<file path="src/azn_pkg.sv">
`default_nettype none
package azn_pkg;

  localparam int DT_MAX      = 100;
  localparam int DT_DEFAULT  = 16;
  localparam int DT_W        = 7;
  localparam int GAIN_W      = 25;
  localparam int QDEPTH      = 2;
  localparam int TAU_MIN     = 10;
  localparam int MEAN_TAU_DEF = 1000;
  localparam int VAR_TAU_DEF  = 2000;

  localparam logic signed [31:0] MEAN_INIT = 32'sd32768;
  localparam logic [47:0] VAR_INIT  = 48'd6554;
  localparam logic [47:0] VAR_MAX   = 48'hFFFF_FFFF_FFFF;
  localparam logic [31:0] STD_FLOOR = 32'd66;
  localparam logic [14:0] CLIP_RESET = 15'd16384;
  localparam logic [14:0] ZMAG_SAT   = 15'h7FFF;

  typedef logic [GAIN_W-1:0] gain_tab_t [0:DT_MAX];

  typedef struct packed {
    logic signed [31:0] flux;
    logic [DT_W-1:0]    dt;
    logic               first;
  } item_t;

  typedef enum logic [3:0] {
    S_IDLE, S_MD, S_MLO, S_MHI, S_MUPD, S_DEV, S_SQ, S_VDIF,
    S_VLO, S_VHI, S_VUPD, S_SQRT, S_DSET, S_DIV, S_OUT
  } bstate_t;

  // gain table 1-exp(-dt/tau) in Q0.24; y = 1/tau in Q32
  function automatic gain_tab_t build_gains(input logic [63:0] y);
    logic [95:0] one;
    logic [95:0] term;
    logic [95:0] e;
    logic [95:0] p;
    gain_tab_t tab;
    one  = 96'd1 << 32;
    term = one;
    e    = one;
    term = ((term * 96'(y)) >> 32) / 1;
    e    = e - term;
    term = ((term * 96'(y)) >> 32) / 2;
    e    = e + term;
    term = ((term * 96'(y)) >> 32) / 3;
    e    = e - term;
    term = ((term * 96'(y)) >> 32) / 4;
    e    = e + term;
    term = ((term * 96'(y)) >> 32) / 5;
    e    = e - term;
    term = ((term * 96'(y)) >> 32) / 6;
    e    = e + term;
    p = one;
    tab[0] = '0;
    for (int dt = 1; dt <= DT_MAX; dt++) begin
      p = (p * e + 96'd2147483648) >> 32;
      tab[dt] = GAIN_W'((one - p + 96'd128) >> 8);
    end
    return tab;
  endfunction

endpackage
`default_nettype wire

</file>
<file path="src/azn_queue.sv">
`default_nettype none
module azn_queue #(
  parameter int W     = 16,
  parameter int DEPTH = azn_pkg::QDEPTH
) (
  input  wire logic         clk,
  input  wire logic         rst,
  input  wire logic         push,
  input  wire logic [W-1:0] wdata,
  output logic              full,
  input  wire logic         pop,
  output logic [W-1:0]      rdata,
  output logic              empty
);
  localparam int AW = (DEPTH > 1) ? $clog2(DEPTH) : 1;

  logic [W-1:0] mem [0:DEPTH-1];
  logic [AW-1:0] wptr;
  logic [AW-1:0] rptr;
  logic [AW:0]   count;
  logic do_push;
  logic do_pop;

  assign full    = (count == (AW+1)'(DEPTH));
  assign empty   = (count == '0);
  assign do_push = push && !full;
  assign do_pop  = pop && !empty;
  assign rdata   = mem[rptr];

  always_ff @(posedge clk) begin
    if (do_push) begin
      mem[wptr] <= wdata;
    end
  end

  always_ff @(posedge clk) begin
    if (rst) begin
      wptr  <= '0;
      rptr  <= '0;
      count <= '0;
    end else begin
      if (do_push) begin
        wptr <= (wptr == AW'(DEPTH - 1)) ? '0 : wptr + 1'b1;
      end
      if (do_pop) begin
        rptr <= (rptr == AW'(DEPTH - 1)) ? '0 : rptr + 1'b1;
      end
      if (do_push && !do_pop) begin
        count <= count + 1'b1;
      end else if (do_pop && !do_push) begin
        count <= count - 1'b1;
      end
    end
  end
endmodule
`default_nettype wire

</file>
<file path="config.mk">
export PLATFORM = sky130hd
export DESIGN_NAME = azn_queue
export DESIGN_NICKNAME = d
export VERILOG_FILES = /design/src/azn_pkg.sv /design/src/azn_queue.sv
export SDC_FILE = /design/constraint.sdc
export NUM_CORES = 1
export LEC_CHECK = 0
export BUFFER_PORTS_ARGS = -buffer_cell sky130_fd_sc_hd__buf_2
export CAP_MARGIN = 20
export CORE_MARGIN = 8
export CORE_UTILIZATION = 45
export CTS_BUF_LIST = sky130_fd_sc_hd__clkbuf_2 sky130_fd_sc_hd__clkbuf_4 sky130_fd_sc_hd__clkbuf_8
export DETAILED_ROUTE_END_ITERATION = 6
export GPL_ROUTABILITY_DRIVEN = 0
export PLACE_DENSITY = 0.7
export SLEW_MARGIN = 20
export SYNTH_ARGS = -nofsm -noshare
export SYNTH_HDL_FRONTEND = slang
export SYNTH_SLANG_ARGS = --single-unit
export TNS_END_PERCENT = 1
</file>
<file path="constraint.sdc">
create_clock -name clk -period 2.13 [get_ports clk]
set_clock_uncertainty 0.15 [all_clocks]
set_input_delay 0.1065 -clock clk [delete_from_list [all_inputs] [get_ports clk]]
set_output_delay 0.1065 -clock clk [all_outputs]
set_load 0.01 [all_outputs]
</file>
## Yosys cells after proc, flatten, opt, wreduce, memory -nomap -nowiden

Memory sizes are Yosys's and may differ from the RTL's. A register that Yosys moved wholly into a read port is not among the register bits.
Index checks and enable logic that the tools add are counted.

| storage, ports and cells | value |
|---|---|
| memories kept | 1 |
| register bits | 4 |
| bits in writable memories | 32 |
| bits of input ports | 20 |
| output and inout bits | 18 |
| logic and storage cells | 27 |

Memories:

| memory | words | width | rd ports | clocked after Yosys merged registers in | write ports | RTL line | RTL |
|---|---|---|---|---|---|---|---|
| mem | 2 | 16 | 1 | 1 | 1 | azn_queue.sv:17 | `logic [W-1:0] mem [0:DEPTH-1];` |

| operators by class | value |
|---|---|
| equality and inequality tests | 1 |
| reduce and logical (&&, ||, !) cells | 10 |
| mux-type cells | 8 |
| $add $sub $neg | 4 |

Operators by type and width:

| cell | number |
|---|---|
| 1-bit 2-to-1 mux | 6 |
| 1-bit logical AND | 4 |
| 1-bit zero test | 4 |
| 2-bit 2-to-1 mux | 2 |
| 1-bit adder, second input constant | 2 |
| 2-bit by 1-bit adder with 2-bit output, second input constant | 1 |
| 2-bit equality test, second input constant | 1 |
| 2-bit zero test | 1 |
| 2-bit nonzero test | 1 |
| 2-bit by 1-bit subtractor with 2-bit output, second input constant | 1 |

## Depth between registers and ports, before layout

| logic depth | value |
|---|---|
| depth in word-level cells | 7 |
| gate-level depth with buffers | 6 |
| depth with buffers taken out | 6 |

## Worst setup path before layout

No wires, ideal clock.

| timing | value |
|---|---|
| path kind | flip-flop to flip-flop |
| start point | register count[1] |
| end point | memory mem[0][0] (enable) |
| cell stages (with the launch flop) | 4 |
| required time | 1616 ps |
| setup slack | 461 ps |
| buffers on the path | 0 |
| arrival | 1156 ps |
| cells stage by stage | dfxtp_1 nor2b_2 or3_1 inv_1 |

| on the way | value |
|---|---|
| longest elaborated chain between the ends | 5 |

RTL lines:

| element | RTL line | RTL |
|---|---|---|
| from (decl) | azn_queue.sv:20 | `logic [AW:0] count;` |
| from (signal assigned) | azn_queue.sv:49 | `count <= count + 1'b1;` |
| from (signal assigned) | azn_queue.sv:51 | `count <= count - 1'b1;` |
| 2-bit equality test | azn_queue.sv:24 | `assign full = (count == (AW+1)'(DEPTH));` |
| net full | azn_queue.sv:10 | `output logic full,` |
| 1-bit zero test | azn_queue.sv:26 | `assign do_push = push && !full;` |
| 1-bit logical AND | azn_queue.sv:26 |  |
| 1-bit 2-to-1 mux | azn_queue.sv:31 | `if (do_push) begin` |
| 1-bit 2-to-1 mux (not written as such) | azn_queue.sv:32 | `mem[wptr] <= wdata;` |
| to (decl) | azn_queue.sv:17 |  |

The timed path passes the listed nets, and every way through them passes these cells.

==> results.yml <==
yosys:
  synth_cell_types: 13
  syn-instance-count: 75
  yosysSeqAreaShare_pct: 77.5
  synth_area_per_cell_um2: 18.3
  ys_seq_elements: 37
  syn_area_mm2: 0.00137
  syn_nets: 96
  ys_warn_count: 0
sta:
  hold_viol: 0
  tns_ns: 0
  rsz0062_at_grt: "false"
  min_period_over_period_pct: 85.9
  relSlewSlack_pct: 77.7
  setup_viol: 0
  period_needed_ns: 1.83
  fmax_mhz: 546
  tightestPinTransition_ns: 0.331
  slew_viol_final: 0
clock_network:
  cts_setup_buffers: 0
  cts_tree: "built"
  cts_buffers: 5
  insertion_delay_ns: 0.32
  clock_path_buffers: 2
  cts_max_level: 2
  clk_pin_slew_ns: 0.09
  post_cts_resized: 0
  clockRootBuffer: "clkbuf_4"
  cts.sinks: 37
floorplan:
  initial_core_util_pct: 46.0
  die_y_um: 71.2
  coreArea_mm2: 0.00298
  chipWidth_um: 71.2
  fp.dieArea_mm2: 0.00506
  rows: 20
  num_io_pins: 38
critical_path:
  cpMaxStageDelayCell: "dfxtp_1"
  crit_fanout: 10
  start_kind: "flip-flop"
  reg2regPathDepth: 4
  crit_buf_inv: 2
  crit_cells: 3
  cp_data_required_time_ns: 1.87
  cp.arrival_ns: 1.57
  criticalPathCategory: "reg -> out"
  critical-path-max-stage-delay_ns: 0.50
  path_cells: "buf_4 -> mux2_2 -> buf_2"
  end_kind: "output port"
  critPathTopFamily: "flip-flops"
final_layout:
  n_antenna_cell: 0
  drive_above_1_share_pct: 45.7
  fin_util_pct: 61.7
  final_nets: 159
  seqCellArea_mm2: 0.00106
  multi_input_area_um2: 290
  syn_to_final_growth_pct: 34.2
  num-fill-cells: 226
global_routing:
  grt_pass1_vias: 878
  grt_usage_pct: 10.3
  antenna_found_initial: 0
  grt_pass1_wl_um: 3910
  gr-total-overflow: 0
  grt_start_max_net_pins: 12
drt:
  route.vias.total: 803
  drt-total-wl_um: 2370
  viasPerCell: 4.70
  ant_nets: 0
  firstDrtPassIters: 4
  wl_per_cell_um: 13.9
  drc: 0
  drt_iter0_markers: 59
run_status:
  outcome: "complete, no violations"
job:
  maxCapViolCount: 0
power_and_ir_drop:
  power_density_mw_per_mm2: 1010
  vdd_ir_drop_max_v: 0.000508
  leakage_nw: 0.724
  power_mw: 1.86
hold_path:
  min_path_cells: 4
  hp-class: "in -> reg"
placement:
  post-dp-hpwl_um: 1760
  port_buffers: 37
[stage by stage]
stage / hold slack, ns / setup slack, ns / cell area [um2] / std cells
finish: 0.0720 / 0.300 / 1840 / 171
global route: 0.101 / 0.184 / 1840 / 171
CTS: 0.0644 / 0.248 / 1840 / 171
detailed placement: 0.150 / 0.409 / 1610 / 146
global placement: 0.146 / 0.455 / 1610 / 146
floorplan: 0.0256 / 0.461 / 1370 / 75
[report_power, final]
part / switching, mW / internal, mW / total, mW
combinational: 0.281 / 0.288 / 0.569
sequential: 0.0561 / 0.916 / 0.972
clock: 0.191 / 0.132 / 0.323
total: 0.527 / 1.34 / 1.86
[tightest hold or removal path, stage by stage]
cell,delay [ns]
buf_2,0.09
o21ai_0,0.13
xor2_1,0.10
nor2_1,0.07
[timing repair]
action / CTS / global route
setup endpoints to repair: 0 / 0
hold buffers: 18 / 0
endpoints found under the hold margin: 37 / 0
[final cells by class]
type | instances | share of cell area [%]
Clock buffer | 6 | 2.45
Tap cell | 33 | 2.25
Sequential cell | 37 | 57.8
Timing Repair Buffer | 58 | 21.1
Clock inverter | 1 | 0.204
Inverter | 2 | 0.409
Multi-Input combinational cell | 34 | 15.8
[per-layer routing]
metal  vias up  track usage (%)  wire length, um
met5         -                0                0
met2        26             17.2             1230
met3         8             5.65              174
li1        403                -                -
met1       366             9.90              908
met4         0             5.54               62
[synth_stat cells (all sizes together)]
cell | instances | area (um2)
ha | 1 | 12.5
nor2b | 1 | 8.76
o21ai | 3 | 15.0
xor2 | 3 | 26.3
a21oi | 2 | 10.0
edfxtp | 32 | 961
inv | 2 | 7.51
dfxtp | 5 | 100
buf | 2 | 10.0
nor2 | 5 | 18.8
and2 | 1 | 6.26
mux2 | 16 | 180
or3 | 2 | 12.5
[registers in the layout, summed over array words and instances, names as in the netlist, named ones only]
signal,cells
count,2
wptr,1
mem,32
rptr,1
[layout by cell type, fill, tap and decap left out]
cell type | Yosys | final
buf_2 | 2 | 37
edfxtp_1 | 32 | 32
dlygate4sd3_1 | 0 | 18
mux2_2 | 16 | 16
clkbuf_4 | 0 | 6
nor2_1 | 5 | 5
dfxtp_1 | 5 | 5
o21ai_0 | 3 | 3
xor2_1 | 3 | 3
buf_4 | 0 | 3
inv_1 | 2 | 2
or3_1 | 2 | 2
a21oi_1 | 2 | 2
nor2b_2 | 1 | 1
and2_1 | 1 | 1
ha_1 | 1 | 1
clkinv_1 | 0 | 1
[worst paths after layout]
kind              startpoint        end  slack [ns]
hold / removal           pop  flip-flop        0.07
setup reg to reg    count[1]  mem[0][4]        0.42
hold reg to reg         wptr       wptr        0.35
setup / recovery   flip-flop  rdata[11]        0.30
[cells by family after synthesis]
family	Yosys count	synth area share (%)
AND/OR/NAND/NOR	9	3.38
XOR/XNOR	3	1.92
adder cells (fa/ha/maj)	1	0.914
buffers and inverters	4	1.28
flip-flops	37	77.5
AO/OA/AOI/OAI	5	1.83
multiplexers	16	13.2
(Power assumes the default switching activity.)
