===== src/azn_pkg.sv =====
`default_nettype none
package azn_pkg;

  localparam int DT_MAX      = 100;
  localparam int DT_DEFAULT  = 16;
  localparam int DT_W        = 7;
  localparam int GAIN_W      = 25;
  localparam int QDEPTH      = 2;
  localparam int TAU_MIN     = 10;
  localparam int MEAN_TAU_DEF = 1000;
  localparam int VAR_TAU_DEF  = 2000;

  localparam logic signed [31:0] MEAN_INIT = 32'sd32768;
  localparam logic [47:0] VAR_INIT  = 48'd6554;
  localparam logic [47:0] VAR_MAX   = 48'hFFFF_FFFF_FFFF;
  localparam logic [31:0] STD_FLOOR = 32'd66;
  localparam logic [14:0] CLIP_RESET = 15'd16384;
  localparam logic [14:0] ZMAG_SAT   = 15'h7FFF;

  typedef logic [GAIN_W-1:0] gain_tab_t [0:DT_MAX];

  typedef struct packed {
    logic signed [31:0] flux;
    logic [DT_W-1:0]    dt;
    logic               first;
  } item_t;

  typedef enum logic [3:0] {
    S_IDLE, S_MD, S_MLO, S_MHI, S_MUPD, S_DEV, S_SQ, S_VDIF,
    S_VLO, S_VHI, S_VUPD, S_SQRT, S_DSET, S_DIV, S_OUT
  } bstate_t;

  // gain table 1-exp(-dt/tau) in Q0.24; y = 1/tau in Q32
  function automatic gain_tab_t build_gains(input logic [63:0] y);
    logic [95:0] one;
    logic [95:0] term;
    logic [95:0] e;
    logic [95:0] p;
    gain_tab_t tab;
    one  = 96'd1 << 32;
    term = one;
    e    = one;
    term = ((term * 96'(y)) >> 32) / 1;
    e    = e - term;
    term = ((term * 96'(y)) >> 32) / 2;
    e    = e + term;
    term = ((term * 96'(y)) >> 32) / 3;
    e    = e - term;
    term = ((term * 96'(y)) >> 32) / 4;
    e    = e + term;
    term = ((term * 96'(y)) >> 32) / 5;
    e    = e - term;
    term = ((term * 96'(y)) >> 32) / 6;
    e    = e + term;
    p = one;
    tab[0] = '0;
    for (int dt = 1; dt <= DT_MAX; dt++) begin
      p = (p * e + 96'd2147483648) >> 32;
      tab[dt] = GAIN_W'((one - p + 96'd128) >> 8);
    end
    return tab;
  endfunction

endpackage
`default_nettype wire


===== src/azn_queue.sv =====
`default_nettype none
module azn_queue #(
  parameter int W     = 16,
  parameter int DEPTH = azn_pkg::QDEPTH
) (
  input  wire logic         clk,
  input  wire logic         rst,
  input  wire logic         push,
  input  wire logic [W-1:0] wdata,
  output logic              full,
  input  wire logic         pop,
  output logic [W-1:0]      rdata,
  output logic              empty
);
  localparam int AW = (DEPTH > 1) ? $clog2(DEPTH) : 1;

  logic [W-1:0] mem [0:DEPTH-1];
  logic [AW-1:0] wptr;
  logic [AW-1:0] rptr;
  logic [AW:0]   count;
  logic do_push;
  logic do_pop;

  assign full    = (count == (AW+1)'(DEPTH));
  assign empty   = (count == '0);
  assign do_push = push && !full;
  assign do_pop  = pop && !empty;
  assign rdata   = mem[rptr];

  always_ff @(posedge clk) begin
    if (do_push) begin
      mem[wptr] <= wdata;
    end
  end

  always_ff @(posedge clk) begin
    if (rst) begin
      wptr  <= '0;
      rptr  <= '0;
      count <= '0;
    end else begin
      if (do_push) begin
        wptr <= (wptr == AW'(DEPTH - 1)) ? '0 : wptr + 1'b1;
      end
      if (do_pop) begin
        rptr <= (rptr == AW'(DEPTH - 1)) ? '0 : rptr + 1'b1;
      end
      if (do_push && !do_pop) begin
        count <= count + 1'b1;
      end else if (do_pop && !do_push) begin
        count <= count - 1'b1;
      end
    end
  end
endmodule
`default_nettype wire


===== src/azn_front.sv =====
`default_nettype none
module azn_front (
  input  wire logic               clk,
  input  wire logic               rst,
  input  wire logic               push,
  output logic                    full,
  input  wire logic signed [31:0] flux_sample,
  input  wire logic [31:0]        time_ms,
  input  wire logic               qpop,
  output azn_pkg::item_t          qitem,
  output logic                    qempty
);
  logic        first_frame;
  logic [31:0] last_ts;
  logic [31:0] diff;
  logic [azn_pkg::DT_W-1:0] dt;
  azn_pkg::item_t item;
  logic accept;

  assign accept = push && !full;
  assign diff   = time_ms - last_ts;

  always_comb begin
    dt = azn_pkg::DT_W'(azn_pkg::DT_DEFAULT);
    if (!first_frame && (time_ms > last_ts)) begin
      if (diff > 32'(azn_pkg::DT_MAX)) begin
        dt = azn_pkg::DT_W'(azn_pkg::DT_MAX);
      end else begin
        dt = diff[azn_pkg::DT_W-1:0];
      end
    end
    item.flux  = flux_sample;
    item.dt    = dt;
    item.first = first_frame;
  end

  always_ff @(posedge clk) begin
    if (rst) begin
      first_frame <= 1'b1;
      last_ts     <= '0;
    end else if (accept) begin
      first_frame <= 1'b0;
      last_ts     <= time_ms;
    end
  end

  azn_queue #(
    .W($bits(azn_pkg::item_t))
  ) u_q (
    .clk   (clk),
    .rst   (rst),
    .push  (push),
    .wdata (item),
    .full  (full),
    .pop   (qpop),
    .rdata (qitem),
    .empty (qempty)
  );
endmodule
`default_nettype wire


===== config.mk =====
export PLATFORM = sky130hd
export DESIGN_NAME = azn_front
export DESIGN_NICKNAME = d
export VERILOG_FILES = /design/src/azn_pkg.sv /design/src/azn_queue.sv /design/src/azn_front.sv
export SDC_FILE = /design/constraint.sdc
export NUM_CORES = 1
export LEC_CHECK = 0
export ABC_AREA = 1
export BUFFER_PORTS_ARGS = -buffer_cell sky130_fd_sc_hd__buf_4
export CAP_MARGIN = 40
export CORE_MARGIN = 10
export CORE_UTILIZATION = 40
export CTS_CLUSTER_SIZE = 14
export DETAILED_ROUTE_END_ITERATION = 10
export GPL_ROUTABILITY_DRIVEN = 0
export SLEW_MARGIN = 10
export SYNTH_ARGS = -nofsm -noshare
export SYNTH_HDL_FRONTEND = slang
export SYNTH_SLANG_ARGS = --single-unit

===== constraint.sdc =====
create_clock -name clk -period 4.5 [get_ports clk]
set_clock_uncertainty 0.1 [all_clocks]
set_input_delay 1.125 -clock clk [delete_from_list [all_inputs] [get_ports clk]]
set_output_delay 1.125 -clock clk [all_outputs]
set_load 0.02 [all_outputs]

* Word level (Yosys, flattened, before mapping)
Memory sizes are Yosys's and may differ from the RTL's. A register that Yosys moved wholly into a read port is not among the register bits.
Cells that the tools add are included.
** Cells by class
- Add/subtract/negate cells :: 5
- $lt $le $gt $ge :: 2
- Equality and inequality tests :: 1
- Mux-type cells :: 10
- Reductions and logical operators :: 12
** Operators by type and width (count)
- 32-bit > comparator :: 1
- 32-bit by 7-bit > comparator with 1-bit output, second input constant :: 1
- 32-bit subtractor :: 1
- 7-bit 2-to-1 mux :: 2
- 1-bit 2-to-1 mux :: 6
- 1-bit logical AND :: 5
- 1-bit logical NOT :: 5
- 2-bit 2-to-1 mux :: 2
- 1-bit adder, second input constant :: 2
- 2-bit by 1-bit adder with 2-bit output, second input constant :: 1
- 2-bit == test, second input constant :: 1
- 2-bit logical NOT :: 1
- 2-bit nonzero test :: 1
- 2-bit by 1-bit subtractor with 2-bit output, second input constant :: 1
** Word-level totals
- Register bits after elaboration :: 37
- Memory bits (writable) :: 80
- Bits of input ports :: 68
- Output and inout bits :: 42
- Word-level logic and storage cells :: 36
- Memories :: 1
** Memories
- u_q.mem :: words 2, bits a word 40, read ports 1, clocked after Yosys merged registers in 1, wr ports 1, RTL line azn_queue.sv:17 : logic [W-1:0] mem [0:DEPTH-1];

* Logic depth before layout (Yosys ltp)
- Depth after elaboration :: 7
- Gate-level depth with buffers :: 21

* By module
A second synthesis with hierarchy kept.
** Second synthesis, totals
- Cells, all modules :: 841
- Area total of the unflattened synthesis :: 6926.6 sq um
** Modules (own cells, without submodules)
- azn_front :: times used 1, cells each 680, area an instance 3791.1 sq um, seq. area each 660.6 sq um
- azn_queue :: times used 1, cells each 161, area an instance 3135.5 sq um, seq. area each 2502.4 sq um

* Worst setup path after synthesis
Ideal clock, no wire load.
- Path kind :: input to register
- Start point :: input port push
- End point :: memory u_q.mem[1][0] (netlist name), enable pin
- Data arrival time :: 3.334 ns
- Data required time :: 3.961 ns
- Slack :: 0.627 ns
- Stages :: 4
- Path buffers :: 2
- Cell sequence :: o21ai_0 -> clkbuf_1 -> clkbuf_1 -> nor2_1
** On the way
- Longest elaborated chain between the ends :: 3
** Ends and longest elaborated chain
- start: declaration :: RTL line azn_front.sv:5 : input wire logic push,
- 1-bit logical AND :: RTL line azn_queue.sv:26 : assign do_push = push && !full;
- 1-bit 2-to-1 mux :: RTL line azn_queue.sv:31 : if (do_push) begin
- 1-bit 2-to-1 mux (not written as such) :: RTL line azn_queue.sv:32 : mem[wptr] <= wdata;
- end: declaration :: RTL line azn_queue.sv:17
No other way between the ends.

* Worst setup path after layout
- Start point :: input port time_ms[0]
- End point :: memory u_q.mem[0][2] (netlist name) (data pin)
** On the way
- Longest elaborated chain between the ends :: 4
- Elaborated cells on any way between the ends :: 6
- Those cells by class :: add/sub: 1; order compare: 2; mux: 2; reduce/logical: 1
** Ends and longest elaborated chain
- start: declaration :: RTL line azn_front.sv:8 : input wire logic [31:0] time_ms,
- 32-bit subtractor :: RTL line azn_front.sv:21 : assign diff = time_ms - last_ts;
- 32-bit by 7-bit > comparator with 1-bit output :: RTL line azn_front.sv:26 : if (diff > 32'(azn_pkg::DT_MAX)) begin
- 7-bit 2-to-1 mux :: RTL line azn_front.sv:26
- 7-bit 2-to-1 mux (*) :: RTL line azn_front.sv:25 : if (!first_frame && (time_ms > last_ts)) begin
- named net dt (one bit) :: RTL line azn_front.sv:16 : logic [azn_pkg::DT_W-1:0] dt;
The timed path passes the listed nets; every way through them passes the cells marked *.

==> out/summary.txt <==
Initial antenna violation count - 0
CP endpoint kind - register
Final setup violation count - 0
Crit path to - u_q.mem[0][2]$_DFFE_PP_
CP Max Fanout - 5
WL/cell - 13.91 µm
Vias in the first global route - 5550
Crit path DAT - 3.44 ns
Number of fill cells - 1589
Setup_tns - 0 ns
CP startpoint - time_ms[0]
Max transition margin - 48.30%
R2R Setup Slk - 1.74 ns
Fraction of layout cells with a size suffix above 1 - 23.08%
WL final - 16500 µm
Final worst-path cycle share - 73.23%
Placed insts - 1154
Final number of hold-violating endpoints - 0
IO buf count - 109
Starting Density - 40.99%
Worst setup margin - 1.204 ns
Post-synthesis cell type count - 33
PwrDens - 507.7 nW/µm²
Min Hold Slack - 0.3531 ns
Clock root buffer - clkbuf_16
HP Class - reg2reg
Via density - 4.754
Peak Freq - 0.3034 GHz
Worst Setup Path Type - in2reg
Initial DRT Pass Iterations - 5
Vias - 5638
CTS tree - done
Synth Area per Inst - 8.179 µm²
Clock tree buffer depth - 2
Fin crit period - 3.296 ns
WP data required - 4.64 ns
Cell Rows - 47
Final Max Tran Viols - 0
Leakage power total - 3.967 nW
Worst r2r dst - u_q.mem[0][2]$_DFFE_PP_
DRT antenna net count - 0
Post-DP HPWL - 13140 µm
Worst-path clk slew - 0.06 ns
DRC Markers - 0
Maximum vdd drop - 270.1 µV
Syn Nets - 936
Skew-Pair Late Insertion Delay - 0.42 ns
Largest net degree at the start of global routing - 55
Die Ht - 150.6 µm
IO Pins - 110
Most Frequent Cell on Critical Path - nand2_1
Mapped Area - 6822 µm²
Reg2Reg Depth - 14
FF-to-FF Start - last_ts[22]$_SDFFE_PP0P_
GRT Total Usage - 15.03%
Number of buffers added for setup after CTS - 0
Seq/Total Area, Yosys - 46.37%
Area occupied by registers - 3164 µm²
Largest stage delay on the critical path - 0.38 ns
CTS Hold Bufs - 0
Syn. warnings - 0
Pre-CTS setup slack - 0.7972 ns
Top-area cell type share of the netlist area - 35.22%
Measured slew at the worst slew-check pin - 0.7736 ns
Core Box Area - 16640 µm²
Cts repair resizes - 0
Status - finished clean
DRT iter0 DRCs - 321
Non-filler instance count after layout - 1186
Top cells by area, synth - edfxtp_1, nand2_1, dfxtp_1
N_diodes - 0
Area Overhead vs Synth - 25.44%
H-tree Lvls - 4
RSZ-0062 raised after global routing - no
Layout Nets - 1055
Final Power - 4.344 mW
Synth area leader - edfxtp_1
Critical Path Source Type - input pin
Die X - 150.6 µm
Post-Syn Instances - 834
Total gr overflow - 0
Num CTS Buffers - 17
Yosys reg bits - 118
CTS Sinks - 118
Slowest stage cell on the critical path - fa_1
Die area - 22680 µm²
Multi-input gate area - 3065 µm²
First-pass GRT wire length - 27090 µm
Cells along the critical path - buf_4 > inv_1 > ha_1 > inv_1 > fa_1 > nand2_1 > nand2_1 > nand3_2 > nand2_2 > nand2_1 > nand2_1 > nand2_1 > nand2_1 > nand2_1 > nand2_1 > nor2_1 > nand3_1 > nor2_4 > nand3_2 > nor2_1
Max Cap Viol - 0
## how the worst min path moves through the flow
stage          slack, ns  cells after the start                  endpoint                     start
6_report            0.35                      2  last_ts[19]$_SDFFE_PP0P_  last_ts[19]$_SDFFE_PP0P_
5_1_grt             0.38                      2  last_ts[11]$_SDFFE_PP0P_  last_ts[11]$_SDFFE_PP0P_
4_1_cts             0.36                      2  last_ts[16]$_SDFFE_PP0P_  last_ts[16]$_SDFFE_PP0P_
3_5_place_dp        0.35                      2  last_ts[16]$_SDFFE_PP0P_  last_ts[16]$_SDFFE_PP0P_
3_3_place_gp        0.34                      2  last_ts[18]$_SDFFE_PP0P_  last_ts[18]$_SDFFE_PP0P_
2_1_floorplan       0.33                      2  last_ts[10]$_SDFFE_PP0P_  last_ts[10]$_SDFFE_PP0P_
## cells in the final DEF, fill, tap and decap left out, drive strengths merged, types with 2 or more instances in the layout
master    netlist  layout
nand3b          5       5
nor3            6       6
bufinv          0       2
o21ai          43      43
clkinvlp        0       2
mux2           40      40
buf             4     114
xnor2           2       2
dfxtp          38      38
clkinv          1       5
nand4           5       5
nand2         229     229
ha             33      33
nor2           70      70
inv           150     156
edfxtp         80      80
a21oi          64      64
nand3          47      47
clkbuf         10      18
o21bai          2       2
## synth_stat cells
cell	number
a21oi_1	60
a21oi_2	4
and2_1	1
buf_1	4
clkbuf_1	10
clkinv_1	1
dfxtp_1	38
edfxtp_1	80
fa_1	1
ha_1	33
inv_1	144
inv_2	6
mux2_2	40
nand2_1	216
nand2_2	12
nand2_4	1
nand3_1	44
nand3_2	3
nand3b_1	5
nand4_1	5
nor2_1	65
nor2_2	4
nor2_4	1
nor3_1	4
nor3_2	1
nor3_4	1
nor4_1	1
o21ai_0	42
o21ai_1	1
o21bai_1	2
o221ai_1	1
or2_4	1
xnor2_1	2
## flip-flops by register name, indices dropped and copies added, names as in the netlist, named ones only
| register | flops |
|---|---|
| u_q.count | 2 |
| first_frame | 1 |
| u_q.mem | 80 |
| last_ts | 32 |
| u_q.rptr | 1 |
| u_q.wptr | 1 |
## power breakdown
part | internal (mW) | switching, mW | leakage (nW)
logic | 0.610 | 0.968 | 2.62
registers | 1.35 | 0.0604 | 1.06
clock network | 0.832 | 0.523 | 0.286
total | 2.79 | 1.55 | 3.97
## final cells by class
cell class                 instances  area share [%]
clock inverter                    14           1.959
timing repair buffer             114           10.38
sequential                       118           36.98
multi-input combinational        551           35.82
clock buffer                      18           5.015
tap                              220           3.217
inverter                         151           6.624
## logic make-up after synthesis
| family | after synthesis | synth area share [%] |
|---|---|---|
| AO/OA/AOI/OAI | 110 | 8.419 |
| buffers and inverters | 165 | 9.079 |
| XOR/XNOR | 2 | 0.2568 |
| multiplexers | 40 | 6.603 |
| flip-flops | 118 | 46.37 |
| adder cells (fa/ha/maj) | 34 | 6.346 |
| AND/OR/NAND/NOR | 365 | 22.93 |
## critical path, delay by kind of cell
family                   cells  cell delay (ns)
AND/OR/NAND/NOR             15             1.55
adder cells (fa/ha/maj)      2             0.52
buffers and inverters        3             0.25
## metrics by stage
stage / util, % / area [µm²]
after global placement: 47.55 / 7913
after detailed placement: 47.83 / 7960
after floorplan: - / 6822
after CTS: 51.42 / 8557
final: 51.42 / 8557
after global routing: 51.42 / 8557
## metal layers
| metal | track usage (%) | wire [µm] |
|---|---|---|
| met1 | 18.59 | 7642 |
| met2 | 24.93 | 7776 |
| met3 | 3.511 | 786 |
| met4 | 5.679 | 295 |
| met5 | 0 | 0 |
No activity file was read; power rests on OpenSTA's default activity.
